<file path="config.mk">
export PLATFORM = sky130hd
export DESIGN_NAME = temperature_threshold_alarm_flat
export DESIGN_NICKNAME = d
export VERILOG_FILES = /design/src/tta_pkg.sv /design/src/tta_if.sv /design/src/tta_regs.sv /design/src/tta_div.sv /design/src/tta_ctrl.sv /design/src/tta_dp.sv /design/src/temperature_threshold_alarm.sv /design/src/flat_wrapper.sv
export SDC_FILE = /design/constraint.sdc
export NUM_CORES = 2
export LEC_CHECK = 0
export BUFFER_PORTS_ARGS = -buffer_cell sky130_fd_sc_hd__buf_2
export CORE_AREA = 2 2 291 293
export CTS_CLUSTER_DIAMETER = 100
export CTS_CLUSTER_SIZE = 25
export DETAILED_ROUTE_END_ITERATION = 7
export DIE_AREA = 0 0 293 295
export GPL_ROUTABILITY_DRIVEN = 0
export GPL_TIMING_DRIVEN = 0
export PLACE_DENSITY = 0.88
export REMOVE_ABC_BUFFERS = 1
export SETUP_SLACK_MARGIN = 0.3
export SLEW_MARGIN = 15
export SYNTH_ARGS = -nofsm -noshare
export SYNTH_HDL_FRONTEND = slang
export SYNTH_SLANG_ARGS = --single-unit
</file>
<file path="constraint.sdc">
create_clock -name i_clk -period 7.5 [get_ports i_clk]
set_clock_uncertainty 0.2 [all_clocks]
set_input_delay 1.125 -clock i_clk [delete_from_list [all_inputs] [get_ports i_clk]]
set_output_delay 1.125 -clock i_clk [all_outputs]
set_load 0.02 [all_outputs]
</file>
<file path="src/tta_pkg.sv">
// shared types and constants for the temperature threshold alarm
package tta_pkg;

    // default sizing
    localparam int ADC_BITS_DEF      = 12;
    localparam int ENCODER_STEPS_DEF = 200;

    // fixed field widths
    localparam int CFG_W  = 12;
    localparam int CNT_W  = 8;
    localparam int TEMP_W = 16;
    localparam int THR_W  = 14;
    localparam int SMP_W  = 16;

    // configuration bus
    localparam int APB_AW = 4;
    localparam int APB_DW = 32;

    // register reset values
    localparam logic [CFG_W-1:0] CAL_LOW_RST  = 12'd1040;
    localparam logic [CFG_W-1:0] CAL_HIGH_RST = 12'd1380;
    localparam logic [CFG_W-1:0] VREF_CAL_RST = 12'd1660;

    // calibration arithmetic constants
    localparam logic [14:0] SPAN_K = 15'd10000;
    localparam logic [12:0] BASE_K = 13'd3000;
    localparam longint unsigned THR_FULL_CENTI = 10000;

    // saturation limits
    localparam int TEMP_POS_LIM = 32767;
    localparam int TEMP_NEG_LIM = 32768;
    localparam logic [TEMP_W-1:0] TEMP_MAX_V = 16'h7FFF;
    localparam logic [TEMP_W-1:0] TEMP_MIN_V = 16'h8000;

    // register map indexes
    typedef enum logic [1:0] {
        REG_CAL_LOW  = 2'd0,
        REG_CAL_HIGH = 2'd1,
        REG_VREF_CAL = 2'd2
    } t_reg_idx;

    // configuration values
    typedef struct packed {
        logic [CFG_W-1:0] cal_low;
        logic [CFG_W-1:0] cal_high;
        logic [CFG_W-1:0] vref_cal;
    } t_cfg;

    // kind of result being emitted
    typedef enum logic [1:0] {
        KIND_RUN     = 2'd0,
        KIND_HALT    = 2'd1,
        KIND_RESTART = 2'd2
    } t_kind;

    // controller to datapath commands
    typedef struct packed {
        logic  load_in;
        logic  mul1;
        logic  mul2;
        logic  sum;
        logic  div_start;
        logic  sat;
        logic  emit;
        t_kind kind;
    } t_cmd;

    // datapath to controller status
    typedef struct packed {
        logic err;
        logic div_done;
        logic out_free;
    } t_sts;

    // result transaction payload
    typedef struct packed {
        logic signed [TEMP_W-1:0] temp_centi;
        logic [THR_W-1:0]         threshold_centi;
        logic                     breached;
        logic                     alert;
        logic                     buzzer_en;
        logic                     stopped;
        logic                     reset_request;
        logic [SMP_W-1:0]         sample_number;
        logic                     sensor_error;
    } t_res;

endpackage

</file>
<file path="src/tta_if.sv">
// sample and result channel interfaces
interface tta_in_if #(
    parameter int ADC_BITS = tta_pkg::ADC_BITS_DEF
);
    import tta_pkg::*;

    logic                valid;
    logic                ready;
    logic [ADC_BITS-1:0] sensor_raw;
    logic [ADC_BITS-1:0] vref_conv;
    logic [CNT_W-1:0]    encoder_count;
    logic                button_pressed;

    modport source (output valid, sensor_raw, vref_conv, encoder_count, button_pressed,
                    input ready);
    modport sink   (input valid, sensor_raw, vref_conv, encoder_count, button_pressed,
                    output ready);
endinterface

interface tta_out_if;
    import tta_pkg::*;

    logic                     valid;
    logic                     ready;
    logic signed [TEMP_W-1:0] temp_centi;
    logic [THR_W-1:0]         threshold_centi;
    logic                     breached;
    logic                     alert;
    logic                     buzzer_en;
    logic                     stopped;
    logic                     reset_request;
    logic [SMP_W-1:0]         sample_number;
    logic                     sensor_error;

    modport source (output valid, temp_centi, threshold_centi, breached, alert, buzzer_en,
                    stopped, reset_request, sample_number, sensor_error,
                    input ready);
    modport sink   (input valid, temp_centi, threshold_centi, breached, alert, buzzer_en,
                    stopped, reset_request, sample_number, sensor_error,
                    output ready);
endinterface

</file>
<file path="src/tta_regs.sv">
// calibration register file on the apb-style configuration port
module tta_regs (
    input  logic                      i_clk,
    input  logic                      i_rst_n,
    input  logic                      psel,
    input  logic                      penable,
    input  logic                      pwrite,
    input  logic [tta_pkg::APB_AW-1:0] paddr,
    input  logic [tta_pkg::APB_DW-1:0] pwdata,
    output logic [tta_pkg::APB_DW-1:0] prdata,
    output logic                      pready,
    output tta_pkg::t_cfg             o_cfg
);
    import tta_pkg::*;

    t_cfg     r_cfg;
    t_reg_idx w_idx;
    logic     w_wr;

    assign pready = 1'b1;
    assign w_idx  = t_reg_idx'(paddr[APB_AW-1:2]);
    assign w_wr   = psel && penable && pwrite;
    assign o_cfg  = r_cfg;

    // register writes
    always_ff @(posedge i_clk) begin
        if (!i_rst_n) begin
            r_cfg.cal_low  <= CAL_LOW_RST;
            r_cfg.cal_high <= CAL_HIGH_RST;
            r_cfg.vref_cal <= VREF_CAL_RST;
        end else if (w_wr) begin
            case (w_idx)
                REG_CAL_LOW:  r_cfg.cal_low  <= pwdata[CFG_W-1:0];
                REG_CAL_HIGH: r_cfg.cal_high <= pwdata[CFG_W-1:0];
                REG_VREF_CAL: r_cfg.vref_cal <= pwdata[CFG_W-1:0];
                default: ;
            endcase
        end
    end

    // read mux
    always_comb begin
        case (w_idx)
            REG_CAL_LOW:  prdata = APB_DW'(r_cfg.cal_low);
            REG_CAL_HIGH: prdata = APB_DW'(r_cfg.cal_high);
            REG_VREF_CAL: prdata = APB_DW'(r_cfg.vref_cal);
            default:      prdata = '0;
        endcase
    end

endmodule

</file>
<file path="src/tta_div.sv">
// restoring serial divider, one quotient bit per cycle
module tta_div #(
    parameter int NW = 40,
    parameter int DW = 24
) (
    input  logic          i_clk,
    input  logic          i_rst_n,
    input  logic          i_start,
    input  logic [NW-1:0] i_dividend,
    input  logic [DW-1:0] i_divisor,
    output logic          o_done,
    output logic [NW-1:0] o_quotient
);
    import tta_pkg::*;

    localparam int CW = $clog2(NW + 1);

    logic          r_busy;
    logic          r_done;
    logic [CW-1:0] r_cnt;
    logic [NW-1:0] r_quo;
    logic [DW-1:0] r_rem;
    logic [DW-1:0] r_den;

    logic [DW:0]   w_trial;
    logic [DW:0]   w_diff;
    logic          w_ge;

    // trial subtraction
    assign w_trial = {r_rem, r_quo[NW-1]};
    assign w_diff  = w_trial - {1'b0, r_den};
    assign w_ge    = w_trial >= {1'b0, r_den};

    assign o_done     = r_done;
    assign o_quotient = r_quo;

    // control
    always_ff @(posedge i_clk) begin
        if (!i_rst_n) begin
            r_busy <= 1'b0;
            r_done <= 1'b0;
            r_cnt  <= '0;
        end else begin
            r_done <= 1'b0;
            if (i_start) begin
                r_busy <= 1'b1;
                r_cnt  <= CW'(NW);
            end else if (r_busy) begin
                r_cnt <= r_cnt - 1'b1;
                if (r_cnt == CW'(1)) begin
                    r_busy <= 1'b0;
                    r_done <= 1'b1;
                end
            end
        end
    end

    // shift and subtract
    always_ff @(posedge i_clk) begin
        if (i_start) begin
            r_quo <= i_dividend;
            r_rem <= '0;
            r_den <= i_divisor;
        end else if (r_busy) begin
            r_quo <= {r_quo[NW-2:0], w_ge};
            r_rem <= w_ge ? w_diff[DW-1:0] : w_trial[DW-1:0];
        end
    end

endmodule

</file>
<file path="src/tta_ctrl.sv">
// sequencing controller and run mode tracking
module tta_ctrl (
    input  logic          i_clk,
    input  logic          i_rst_n,
    input  logic          i_in_valid,
    input  logic          i_press,
    output logic          o_in_ready,
    input  tta_pkg::t_sts i_sts,
    output tta_pkg::t_cmd o_cmd
);
    import tta_pkg::*;

    typedef enum logic [2:0] {
        ST_IDLE,
        ST_MUL1,
        ST_MUL2,
        ST_SUM,
        ST_DIVS,
        ST_DIVW,
        ST_SAT,
        ST_EMIT
    } t_state;

    typedef enum logic [1:0] {
        MODE_RUN      = 2'd0,
        MODE_HELD     = 2'd1,
        MODE_RELEASED = 2'd2
    } t_mode;

    t_state r_state;
    t_mode  r_mode;
    t_kind  r_kind;
    logic   w_acc;

    assign o_in_ready = (r_state == ST_IDLE);
    assign w_acc      = i_in_valid && o_in_ready;

    // command decode
    always_comb begin
        o_cmd.load_in   = w_acc;
        o_cmd.mul1      = (r_state == ST_MUL1);
        o_cmd.mul2      = (r_state == ST_MUL2);
        o_cmd.sum       = (r_state == ST_SUM);
        o_cmd.div_start = (r_state == ST_DIVS);
        o_cmd.sat       = (r_state == ST_SAT);
        o_cmd.emit      = (r_state == ST_EMIT) && i_sts.out_free;
        o_cmd.kind      = r_kind;
    end

    // state, run mode and result kind
    always_ff @(posedge i_clk) begin
        if (!i_rst_n) begin
            r_state <= ST_IDLE;
            r_mode  <= MODE_RUN;
            r_kind  <= KIND_RUN;
        end else begin
            case (r_state)
                ST_IDLE: begin
                    if (i_in_valid) begin
                        case (r_mode)
                            MODE_RUN: begin
                                if (i_press) begin
                                    r_mode  <= MODE_HELD;
                                    r_kind  <= KIND_HALT;
                                    r_state <= ST_EMIT;
                                end else begin
                                    r_kind  <= KIND_RUN;
                                    r_state <= ST_MUL1;
                                end
                            end
                            MODE_HELD: begin
                                if (!i_press) begin
                                    r_mode <= MODE_RELEASED;
                                end
                                r_kind  <= KIND_HALT;
                                r_state <= ST_EMIT;
                            end
                            // released, and the unused code behaves the same
                            default: begin
                                if (i_press) begin
                                    r_mode <= MODE_RUN;
                                    r_kind <= KIND_RESTART;
                                end else begin
                                    r_kind <= KIND_HALT;
                                end
                                r_state <= ST_EMIT;
                            end
                        endcase
                    end
                end
                ST_MUL1: r_state <= i_sts.err ? ST_EMIT : ST_MUL2;
                ST_MUL2: r_state <= ST_SUM;
                ST_SUM:  r_state <= ST_DIVS;
                ST_DIVS: r_state <= ST_DIVW;
                ST_DIVW: begin
                    if (i_sts.div_done) begin
                        r_state <= ST_SAT;
                    end
                end
                ST_SAT:  r_state <= ST_EMIT;
                ST_EMIT: begin
                    if (i_sts.out_free) begin
                        r_state <= ST_IDLE;
                    end
                end
                default: r_state <= ST_IDLE;
            endcase
        end
    end

endmodule

</file>
<file path="src/tta_dp.sv">
// calibration arithmetic, threshold lookup, alarm state and result register
module tta_dp #(
    parameter int ADC_BITS      = tta_pkg::ADC_BITS_DEF,
    parameter int ENCODER_STEPS = tta_pkg::ENCODER_STEPS_DEF
) (
    input  logic                      i_clk,
    input  logic                      i_rst_n,
    input  tta_pkg::t_cfg             i_cfg,
    input  tta_pkg::t_cmd             i_cmd,
    input  logic [ADC_BITS-1:0]       i_sensor,
    input  logic [ADC_BITS-1:0]       i_vref,
    input  logic [tta_pkg::CNT_W-1:0] i_count,
    input  logic                      i_out_ready,
    output tta_pkg::t_sts             o_sts,
    output logic                      o_out_valid,
    output tta_pkg::t_res             o_res
);
    import tta_pkg::*;

    localparam int AW = ADC_BITS;
    localparam int PW = 2 * AW;
    localparam int NW = PW + 16;
    localparam int DW = PW;

    // sampled inputs
    logic [AW-1:0]    r_sensor;
    logic [AW-1:0]    r_vref;
    logic [CNT_W-1:0] r_count;

    // arithmetic pipeline registers
    logic [PW-1:0]        r_p_sv;
    logic [PW-1:0]        r_p_cr;
    logic signed [PW:0]   r_p_rd;
    logic signed [NW-1:0] r_a;
    logic signed [NW-1:0] r_b;
    logic signed [NW-1:0] r_num;
    logic                 r_neg;
    logic [TEMP_W-1:0]    r_temp;

    // alarm state and result register
    logic             r_alert;
    logic [SMP_W-1:0] r_smp;
    logic             r_out_valid;
    t_res             r_res;

    logic [AW-1:0]        w_c1;
    logic [AW-1:0]        w_c2;
    logic [AW-1:0]        w_v;
    logic signed [AW:0]   w_d;
    logic signed [PW:0]   w_rd;
    logic signed [PW:0]   w_diff;
    logic [NW-1:0]        w_num_mag;
    logic [DW-1:0]        w_den_mag;
    logic [NW-1:0]        w_quo;
    logic                 w_div_done;
    logic                 w_err;
    logic                 w_br;
    logic [THR_W-1:0]     w_thr;
    logic [THR_W-1:0]     w_thr_tab [2**CNT_W];
    logic [SMP_W-1:0]     w_smp_inc;

    // threshold table, count saturated to the last encoder step
    for (genvar g = 0; g < 2**CNT_W; g++) begin : g_thr
        localparam longint unsigned SAT_G =
            (g > ENCODER_STEPS - 1) ? longint'(ENCODER_STEPS - 1) : longint'(g);
        localparam longint unsigned VAL = SAT_G * THR_FULL_CENTI / (ENCODER_STEPS - 1);
        assign w_thr_tab[g] = THR_W'(VAL);
    end
    assign w_thr = w_thr_tab[r_count];

    // calibration values at adc width
    assign w_c1 = AW'({{AW{1'b0}}, i_cfg.cal_low});
    assign w_c2 = AW'({{AW{1'b0}}, i_cfg.cal_high});
    assign w_v  = AW'({{AW{1'b0}}, i_cfg.vref_cal});
    assign w_d  = $signed({1'b0, w_c2}) - $signed({1'b0, w_c1});
    assign w_rd = (PW+1)'($signed({1'b0, r_vref})) * (PW+1)'(w_d);

    assign w_err = (r_vref == '0) || (w_c1 == w_c2);

    // numerator difference for the span multiply
    assign w_diff = $signed({1'b0, r_p_sv}) - $signed({1'b0, r_p_cr});

    // magnitudes for the unsigned divider
    assign w_num_mag = r_num[NW-1] ? NW'(-r_num) : NW'(r_num);
    assign w_den_mag = r_p_rd[PW] ? DW'(-r_p_rd) : DW'(r_p_rd);

    assign w_br      = !w_err &&
                       ($signed(r_temp) >= $signed({{(TEMP_W-THR_W){1'b0}}, w_thr}));
    assign w_smp_inc = r_smp + SMP_W'(1);

    tta_div #(
        .NW (NW),
        .DW (DW)
    ) u_div (
        .i_clk      (i_clk),
        .i_rst_n    (i_rst_n),
        .i_start    (i_cmd.div_start),
        .i_dividend (w_num_mag),
        .i_divisor  (w_den_mag),
        .o_done     (w_div_done),
        .o_quotient (w_quo)
    );

    // input capture
    always_ff @(posedge i_clk) begin
        if (i_cmd.load_in) begin
            r_sensor <= i_sensor;
            r_vref   <= i_vref;
            r_count  <= i_count;
        end
    end

    // product stages, sum and sign
    always_ff @(posedge i_clk) begin
        if (i_cmd.mul1) begin
            r_p_sv <= PW'(r_sensor) * PW'(w_v);
            r_p_cr <= PW'(w_c1) * PW'(r_vref);
            r_p_rd <= w_rd;
        end
        if (i_cmd.mul2) begin
            r_a <= NW'(w_diff) * NW'($signed(SPAN_K));
            r_b <= NW'(r_p_rd) * NW'($signed(BASE_K));
        end
        if (i_cmd.sum) begin
            r_num <= r_a + r_b;
        end
        if (i_cmd.div_start) begin
            r_neg <= r_num[NW-1] ^ r_p_rd[PW];
        end
    end

    // sign restore and saturation of the quotient
    always_ff @(posedge i_clk) begin
        if (i_cmd.sat) begin
            if (r_neg) begin
                r_temp <= (w_quo > NW'(TEMP_NEG_LIM)) ? TEMP_MIN_V : -w_quo[TEMP_W-1:0];
            end else begin
                r_temp <= (w_quo > NW'(TEMP_POS_LIM)) ? TEMP_MAX_V : w_quo[TEMP_W-1:0];
            end
        end
    end

    // alert latch, sample counter and output valid
    always_ff @(posedge i_clk) begin
        if (!i_rst_n) begin
            r_alert     <= 1'b0;
            r_smp       <= '0;
            r_out_valid <= 1'b0;
        end else begin
            if (i_cmd.emit) begin
                r_out_valid <= 1'b1;
                case (i_cmd.kind)
                    KIND_RUN: begin
                        r_smp <= w_smp_inc;
                        if (w_br) begin
                            r_alert <= 1'b1;
                        end
                    end
                    KIND_RESTART: begin
                        r_smp   <= '0;
                        r_alert <= 1'b0;
                    end
                    default: ;
                endcase
            end else if (i_out_ready) begin
                r_out_valid <= 1'b0;
            end
        end
    end

    // result payload
    always_ff @(posedge i_clk) begin
        if (i_cmd.emit) begin
            case (i_cmd.kind)
                KIND_RUN: begin
                    r_res.temp_centi      <= w_err ? '0 : $signed(r_temp);
                    r_res.threshold_centi <= w_thr;
                    r_res.breached        <= w_br;
                    r_res.alert           <= r_alert | w_br;
                    r_res.buzzer_en       <= w_br;
                    r_res.stopped         <= 1'b0;
                    r_res.reset_request   <= 1'b0;
                    r_res.sample_number   <= w_smp_inc;
                    r_res.sensor_error    <= w_err;
                end
                KIND_RESTART: begin
                    r_res.temp_centi      <= '0;
                    r_res.threshold_centi <= '0;
                    r_res.breached        <= 1'b0;
                    r_res.alert           <= 1'b0;
                    r_res.buzzer_en       <= 1'b0;
                    r_res.stopped         <= 1'b1;
                    r_res.reset_request   <= 1'b1;
                    r_res.sample_number   <= '0;
                    r_res.sensor_error    <= 1'b0;
                end
                default: begin
                    r_res.temp_centi      <= '0;
                    r_res.threshold_centi <= '0;
                    r_res.breached        <= 1'b0;
                    r_res.alert           <= r_alert;
                    r_res.buzzer_en       <= 1'b0;
                    r_res.stopped         <= 1'b1;
                    r_res.reset_request   <= 1'b0;
                    r_res.sample_number   <= r_smp;
                    r_res.sensor_error    <= 1'b0;
                end
            endcase
        end
    end

    assign o_sts.err      = w_err;
    assign o_sts.div_done = w_div_done;
    assign o_sts.out_free = !r_out_valid || i_out_ready;
    assign o_out_valid    = r_out_valid;
    assign o_res          = r_res;

endmodule

</file>
<file path="src/temperature_threshold_alarm.sv">
// temperature threshold alarm top level
// running sample: accepted, multiplied, summed, divided by the serial divider, one quotient
// bit per cycle, saturated and emitted once the output register is free; no new sample is
// accepted before then. calibration error samples jump from the first multiply to emit,
// halted samples straight to emit. a finished result waits in the output register while
// the next sample is accepted. synchronous active-low reset clears run mode, alert, sample
// count and output valid, and loads the calibration registers with their factory values.
module temperature_threshold_alarm #(
    parameter int ADC_BITS      = tta_pkg::ADC_BITS_DEF,
    parameter int ENCODER_STEPS = tta_pkg::ENCODER_STEPS_DEF
) (
    input  logic                       i_clk,
    input  logic                       i_rst_n,
    tta_in_if.sink                     i_in,
    tta_out_if.source                  o_out,
    input  logic                       psel,
    input  logic                       penable,
    input  logic                       pwrite,
    input  logic [tta_pkg::APB_AW-1:0] paddr,
    input  logic [tta_pkg::APB_DW-1:0] pwdata,
    output logic [tta_pkg::APB_DW-1:0] prdata,
    output logic                       pready
);
    import tta_pkg::*;

    t_cfg w_cfg;
    t_cmd w_cmd;
    t_sts w_sts;
    t_res w_res;
    logic w_ready;
    logic w_out_valid;

    tta_regs u_regs (
        .i_clk   (i_clk),
        .i_rst_n (i_rst_n),
        .psel    (psel),
        .penable (penable),
        .pwrite  (pwrite),
        .paddr   (paddr),
        .pwdata  (pwdata),
        .prdata  (prdata),
        .pready  (pready),
        .o_cfg   (w_cfg)
    );

    tta_ctrl u_ctrl (
        .i_clk      (i_clk),
        .i_rst_n    (i_rst_n),
        .i_in_valid (i_in.valid),
        .i_press    (i_in.button_pressed),
        .o_in_ready (w_ready),
        .i_sts      (w_sts),
        .o_cmd      (w_cmd)
    );

    tta_dp #(
        .ADC_BITS      (ADC_BITS),
        .ENCODER_STEPS (ENCODER_STEPS)
    ) u_dp (
        .i_clk       (i_clk),
        .i_rst_n     (i_rst_n),
        .i_cfg       (w_cfg),
        .i_cmd       (w_cmd),
        .i_sensor    (i_in.sensor_raw),
        .i_vref      (i_in.vref_conv),
        .i_count     (i_in.encoder_count),
        .i_out_ready (o_out.ready),
        .o_sts       (w_sts),
        .o_out_valid (w_out_valid),
        .o_res       (w_res)
    );

    // channel hookup
    assign i_in.ready            = w_ready;
    assign o_out.valid           = w_out_valid;
    assign o_out.temp_centi      = w_res.temp_centi;
    assign o_out.threshold_centi = w_res.threshold_centi;
    assign o_out.breached        = w_res.breached;
    assign o_out.alert           = w_res.alert;
    assign o_out.buzzer_en       = w_res.buzzer_en;
    assign o_out.stopped         = w_res.stopped;
    assign o_out.reset_request   = w_res.reset_request;
    assign o_out.sample_number   = w_res.sample_number;
    assign o_out.sensor_error    = w_res.sensor_error;

endmodule

</file>
<file path="src/flat_wrapper.sv">
// flat-port wrapper written by rule: the top's interface ports become plain ports
module temperature_threshold_alarm_flat import tta_pkg::*;
#(
    parameter int ADC_BITS      = tta_pkg::ADC_BITS_DEF,
    parameter int ENCODER_STEPS = tta_pkg::ENCODER_STEPS_DEF
)
  (i_clk, i_rst_n, psel, penable, pwrite, paddr, pwdata, prdata, pready, i_in_valid, i_in_sensor_raw, i_in_vref_conv, i_in_encoder_count, i_in_button_pressed, i_in_ready, o_out_valid, o_out_temp_centi, o_out_threshold_centi, o_out_breached, o_out_alert, o_out_buzzer_en, o_out_stopped, o_out_reset_request, o_out_sample_number, o_out_sensor_error, o_out_ready);
  tta_in_if #(.ADC_BITS(ADC_BITS)) i_in_i ();
  tta_out_if o_out_i ();
  input  logic i_clk;
  input  logic i_rst_n;
  input  logic psel;
  input  logic penable;
  input  logic pwrite;
  input  logic [tta_pkg::APB_AW-1:0] paddr;
  input  logic [tta_pkg::APB_DW-1:0] pwdata;
  output logic [tta_pkg::APB_DW-1:0] prdata;
  output logic pready;
  input wire logic [$bits(i_in_i.valid)-1:0] i_in_valid;
  input wire logic [$bits(i_in_i.sensor_raw)-1:0] i_in_sensor_raw;
  input wire logic [$bits(i_in_i.vref_conv)-1:0] i_in_vref_conv;
  input wire logic [$bits(i_in_i.encoder_count)-1:0] i_in_encoder_count;
  input wire logic [$bits(i_in_i.button_pressed)-1:0] i_in_button_pressed;
  output wire logic [$bits(i_in_i.ready)-1:0] i_in_ready;
  output wire logic [$bits(o_out_i.valid)-1:0] o_out_valid;
  output wire logic [$bits(o_out_i.temp_centi)-1:0] o_out_temp_centi;
  output wire logic [$bits(o_out_i.threshold_centi)-1:0] o_out_threshold_centi;
  output wire logic [$bits(o_out_i.breached)-1:0] o_out_breached;
  output wire logic [$bits(o_out_i.alert)-1:0] o_out_alert;
  output wire logic [$bits(o_out_i.buzzer_en)-1:0] o_out_buzzer_en;
  output wire logic [$bits(o_out_i.stopped)-1:0] o_out_stopped;
  output wire logic [$bits(o_out_i.reset_request)-1:0] o_out_reset_request;
  output wire logic [$bits(o_out_i.sample_number)-1:0] o_out_sample_number;
  output wire logic [$bits(o_out_i.sensor_error)-1:0] o_out_sensor_error;
  input wire logic [$bits(o_out_i.ready)-1:0] o_out_ready;
  assign i_in_i.valid = i_in_valid;
  assign i_in_i.sensor_raw = i_in_sensor_raw;
  assign i_in_i.vref_conv = i_in_vref_conv;
  assign i_in_i.encoder_count = i_in_encoder_count;
  assign i_in_i.button_pressed = i_in_button_pressed;
  assign i_in_ready = i_in_i.ready;
  assign o_out_valid = o_out_i.valid;
  assign o_out_temp_centi = o_out_i.temp_centi;
  assign o_out_threshold_centi = o_out_i.threshold_centi;
  assign o_out_breached = o_out_i.breached;
  assign o_out_alert = o_out_i.alert;
  assign o_out_buzzer_en = o_out_i.buzzer_en;
  assign o_out_stopped = o_out_i.stopped;
  assign o_out_reset_request = o_out_i.reset_request;
  assign o_out_sample_number = o_out_i.sample_number;
  assign o_out_sensor_error = o_out_i.sensor_error;
  assign o_out_i.ready = o_out_ready;
  temperature_threshold_alarm #(.ADC_BITS(ADC_BITS), .ENCODER_STEPS(ENCODER_STEPS)) u_core (.i_clk(i_clk), .i_rst_n(i_rst_n), .i_in(i_in_i), .o_out(o_out_i), .psel(psel), .penable(penable), .pwrite(pwrite), .paddr(paddr), .pwdata(pwdata), .prdata(prdata), .pready(pready));
endmodule
</file>
==> impl_metrics.toml <==
[critical_path]
worstReg2RegStart = "u_core.u_dp.r_p_sv[0]"
cp_data_required_time_ns = 7.69
worst_setup_path_end_kind = "register"
startpoint_type = "register"
worstSetupPathType = "reg2reg"
arrival_ns = 7.94
worstReg2RegEnd = "u_core.u_dp.r_a[39]"
worst-path-max-fanout = 5
r2r_cells = 24
r2r_slack_ns = -0.25

[die]
die_h_um = 295
row_count = 106
fp.dieW_um = 293
core_um2 = 83200
io_pins = 163
die_area_um2 = 86400
start_util = 0.586

[grt]
antenna_found_initial = 2
met3_usage = 0.0367
grt_max_degree = 75
grt_pass1_wl_um = 188000
busiest_layer = "met2"
use_met1 = 0.312
grtUsageTotal = 0.263
grt_pass1_vias = 39100
use_met2 = 0.473
grt-ovfl-total = 0

[route]
wl_per_cell_um = 20.5
drt_first_pass_iters = 8
wl_um = 130000
drc = 4
drt_iter0_drc = 3787
routed-via-count = 39400
viasPerCell = 6.23
ant_nets = 0

[timing]
worst_slew_pin_slew_ns = 1.28
finalCriticalPeriod_ns = 7.75
slew_violations = 0
setup_viol = 16
hold_viol_final = 0
slew_headroom = 0.150
max_freq_ghz = 0.129
rsz0062_at_grt = "true"
post-route-period-util = 1.03
setup_slack_ns = -0.253
timing.hold.ws_ns = 0.256

[min_path]
hold_path.class = "reg2reg"
min_to = "u_core.u_dp.r_num[3]"
worstHoldPathCells = 0
min-delay-start = "u_core.u_dp.r_b[3]"

[synth]
synth_edf_count = 345
netlist_instances = 5139
synthArstFlopShare = 0
synth_ff_type = "edfxtp_1"
synth_area_um2 = 48700
yosys_warnings = 0
seq_area_frac_synth = 0.251
synth_cell_types = 74
synth.avg_cell_area_um2 = 9.48
ys_ff_latch = 438

[clocking]
h-tree-depth = 1
cts.sinks = 438
root_buffer = "clkbuf_16"
ctsHoldBuffers = 0
clk_latency_ns = 0.66
cts_buffer_depth = 3
cts_tree = "yes"
path_clk_slew_ns = 0.11
cts-buffers-inserted = 28

[layout]
design_area_um2 = 53400
area_growth_pct = 9.64
final_cell_mix = "inv_1 (667), nand2_1 (625), ha_1 (555)"
layout_commonest_cell = "inv_1"
layout.nets = 6391
drive_above_1_share = 0.105

[flow_run]
cap_violations = 0

[placed_design]
dpl.hpwl_um = 85000
port_buffers = 119
placed_area_um2 = 50300

[status]
status = "complete, but fails checks"
violations = "DRC, setup timing"
through the flow:
stage | setup TNS [ns] | utilization | instances | setup WS [ns]
floorplan | -11.18 | - | 4932 | -1.24
global placement | -184.60 | 0.599 | 6131 | -2.59
detailed placement | -12.06 | 0.605 | 6164 | -1.34
CTS | 0 | 0.626 | 6255 | 0.0223
global route | -4.28 | 0.642 | 6317 | -0.402
finish | -1.48 | 0.642 | 6317 | -0.253
logic make-up after synthesis:
logic type      share of synthesized area
other cells                      0.000154
compound gates                      0.116
flops                               0.251
fa+ha+maj                           0.361
simple gates                        0.142
xor+xnor                           0.0444
buf+inv                            0.0718
mux                                0.0130
worst max-delay path by stage:
stage	startpoint	end	slack, ns	depth (start not counted)
2_1_floorplan	u_core.u_regs.o_cfg[25]	u_core.u_dp.r_p_rd[23]	-1.24	29
3_3_place_gp	u_core.u_regs.o_cfg[25]	u_core.u_dp.r_p_rd[23]	-2.59	29
3_5_place_dp	u_core.u_regs.o_cfg[25]	u_core.u_dp.r_p_rd[23]	-1.34	29
4_1_cts	u_core.u_regs.o_cfg[31]	u_core.u_dp.r_p_rd[23]	0.02	26
5_1_grt	u_core.u_dp.r_p_sv[0]	u_core.u_dp.r_a[39]	-0.40	24
6_report	u_core.u_dp.r_p_sv[0]	u_core.u_dp.r_a[39]	-0.25	24
final cells by class:
class / instances / area, um^2
multi-input cells: 3810 / 34300
fillers: 5818 / 29700
flip-flops and latches: 438 / 12300
inverters: 684 / 2570
repair buffers: 252 / 1880
well taps: 1080 / 1350
clock buffers: 37 / 756
clock inverters: 15 / 249
diodes: 1 / 2.50
sequential cells by signal (all words and copies together), names as in the netlist, 8 cells and up:
signal	flops
u_core.u_dp.o_res	51
u_core.u_dp.u_div.o_quotient	40
u_core.u_dp.r_num	37
u_core.u_dp.r_a	36
u_core.u_regs.o_cfg	36
u_core.u_dp.r_b	35
u_core.u_dp.r_p_rd	25
u_core.u_dp.r_p_cr	24
u_core.u_dp.r_p_sv	24
u_core.u_dp.u_div.r_den	24
u_core.u_dp.u_div.r_rem	24
u_core.u_dp.r_smp	16
u_core.u_dp.r_temp	16
u_core.u_dp.r_sensor	12
u_core.u_dp.r_vref	12
u_core.u_dp.r_count	8
Yosys cell counts, types with 11 or more instances:
cell type | instances | area share
o21bai_1 | 22 | 0.0034
a21o_1 | 81 | 0.012
nand3_1 | 95 | 0.0098
a211oi_1 | 30 | 0.0046
and2_1 | 146 | 0.019
clkbuf_1 | 196 | 0.015
nand2b_1 | 66 | 0.0085
a2111oi_0 | 11 | 0.0020
a21boi_0 | 14 | 0.0022
nor3_1 | 64 | 0.0066
or3_1 | 26 | 0.0033
and3_1 | 36 | 0.0046
o311ai_0 | 12 | 0.0022
ha_1 | 593 | 0.15
nand2_1 | 628 | 0.048
nor4_1 | 19 | 0.0024
xor2_1 | 73 | 0.013
nor2_1 | 241 | 0.019
edfxtp_1 | 345 | 0.21
fa_1 | 508 | 0.21
a211o_1 | 12 | 0.0022
xnor2_1 | 174 | 0.031
mux2i_1 | 43 | 0.0088
nor3b_1 | 12 | 0.0018
o21a_1 | 21 | 0.0032
a31oi_1 | 36 | 0.0046
inv_1 | 683 | 0.053
or2_2 | 20 | 0.0026
o21ai_0 | 264 | 0.027
a21oi_1 | 260 | 0.027
nand4_1 | 23 | 0.0030
buf_4 | 22 | 0.0034
nor2b_1 | 57 | 0.0073
o211ai_1 | 31 | 0.0048
o31ai_1 | 26 | 0.0040
dfxtp_1 | 93 | 0.038
timing repair:
action,in CTS,in global routing
pin swaps,37,132
setup endpoints to repair,29,26
buffers inserted,39,59
resized for setup,100,175
hold endpoints to repair,0,0
critical path, stage by stage (launching register included):
cell and delay (ns):
edfxtp_1 0.39, inv_1 0.08, ha_2 0.20, inv_2 0.05, fa_2 0.38, a211o_1 0.33, a21o_1 0.21, a21oi_1 0.25
xnor2_2 0.28, ha_1 0.35, ha_1 0.31, inv_1 0.07, fa_1 0.54, inv_1 0.16, fa_1 0.79, fa_1 0.48
ha_1 0.42, a21oi_1 0.40, o21ai_0 0.39, a21oi_2 0.32, o21ai_2 0.13, a21oi_2 0.23, nor2_2 0.09, a41o_1 0.26
xor2_1 0.14
layer usage:
metal,up-vias,wire length [um],part of all wire
li1,17400,-,-
met1,18700,45600,0.35
met2,2467,62800,0.48
met3,790,11500,0.089
met4,2,9770,0.075
met5,-,13,0.00010
Power is left out: the tool's default activity adds up to more than one toggle a clock period on the data nets, which glitch-free logic cannot reach.
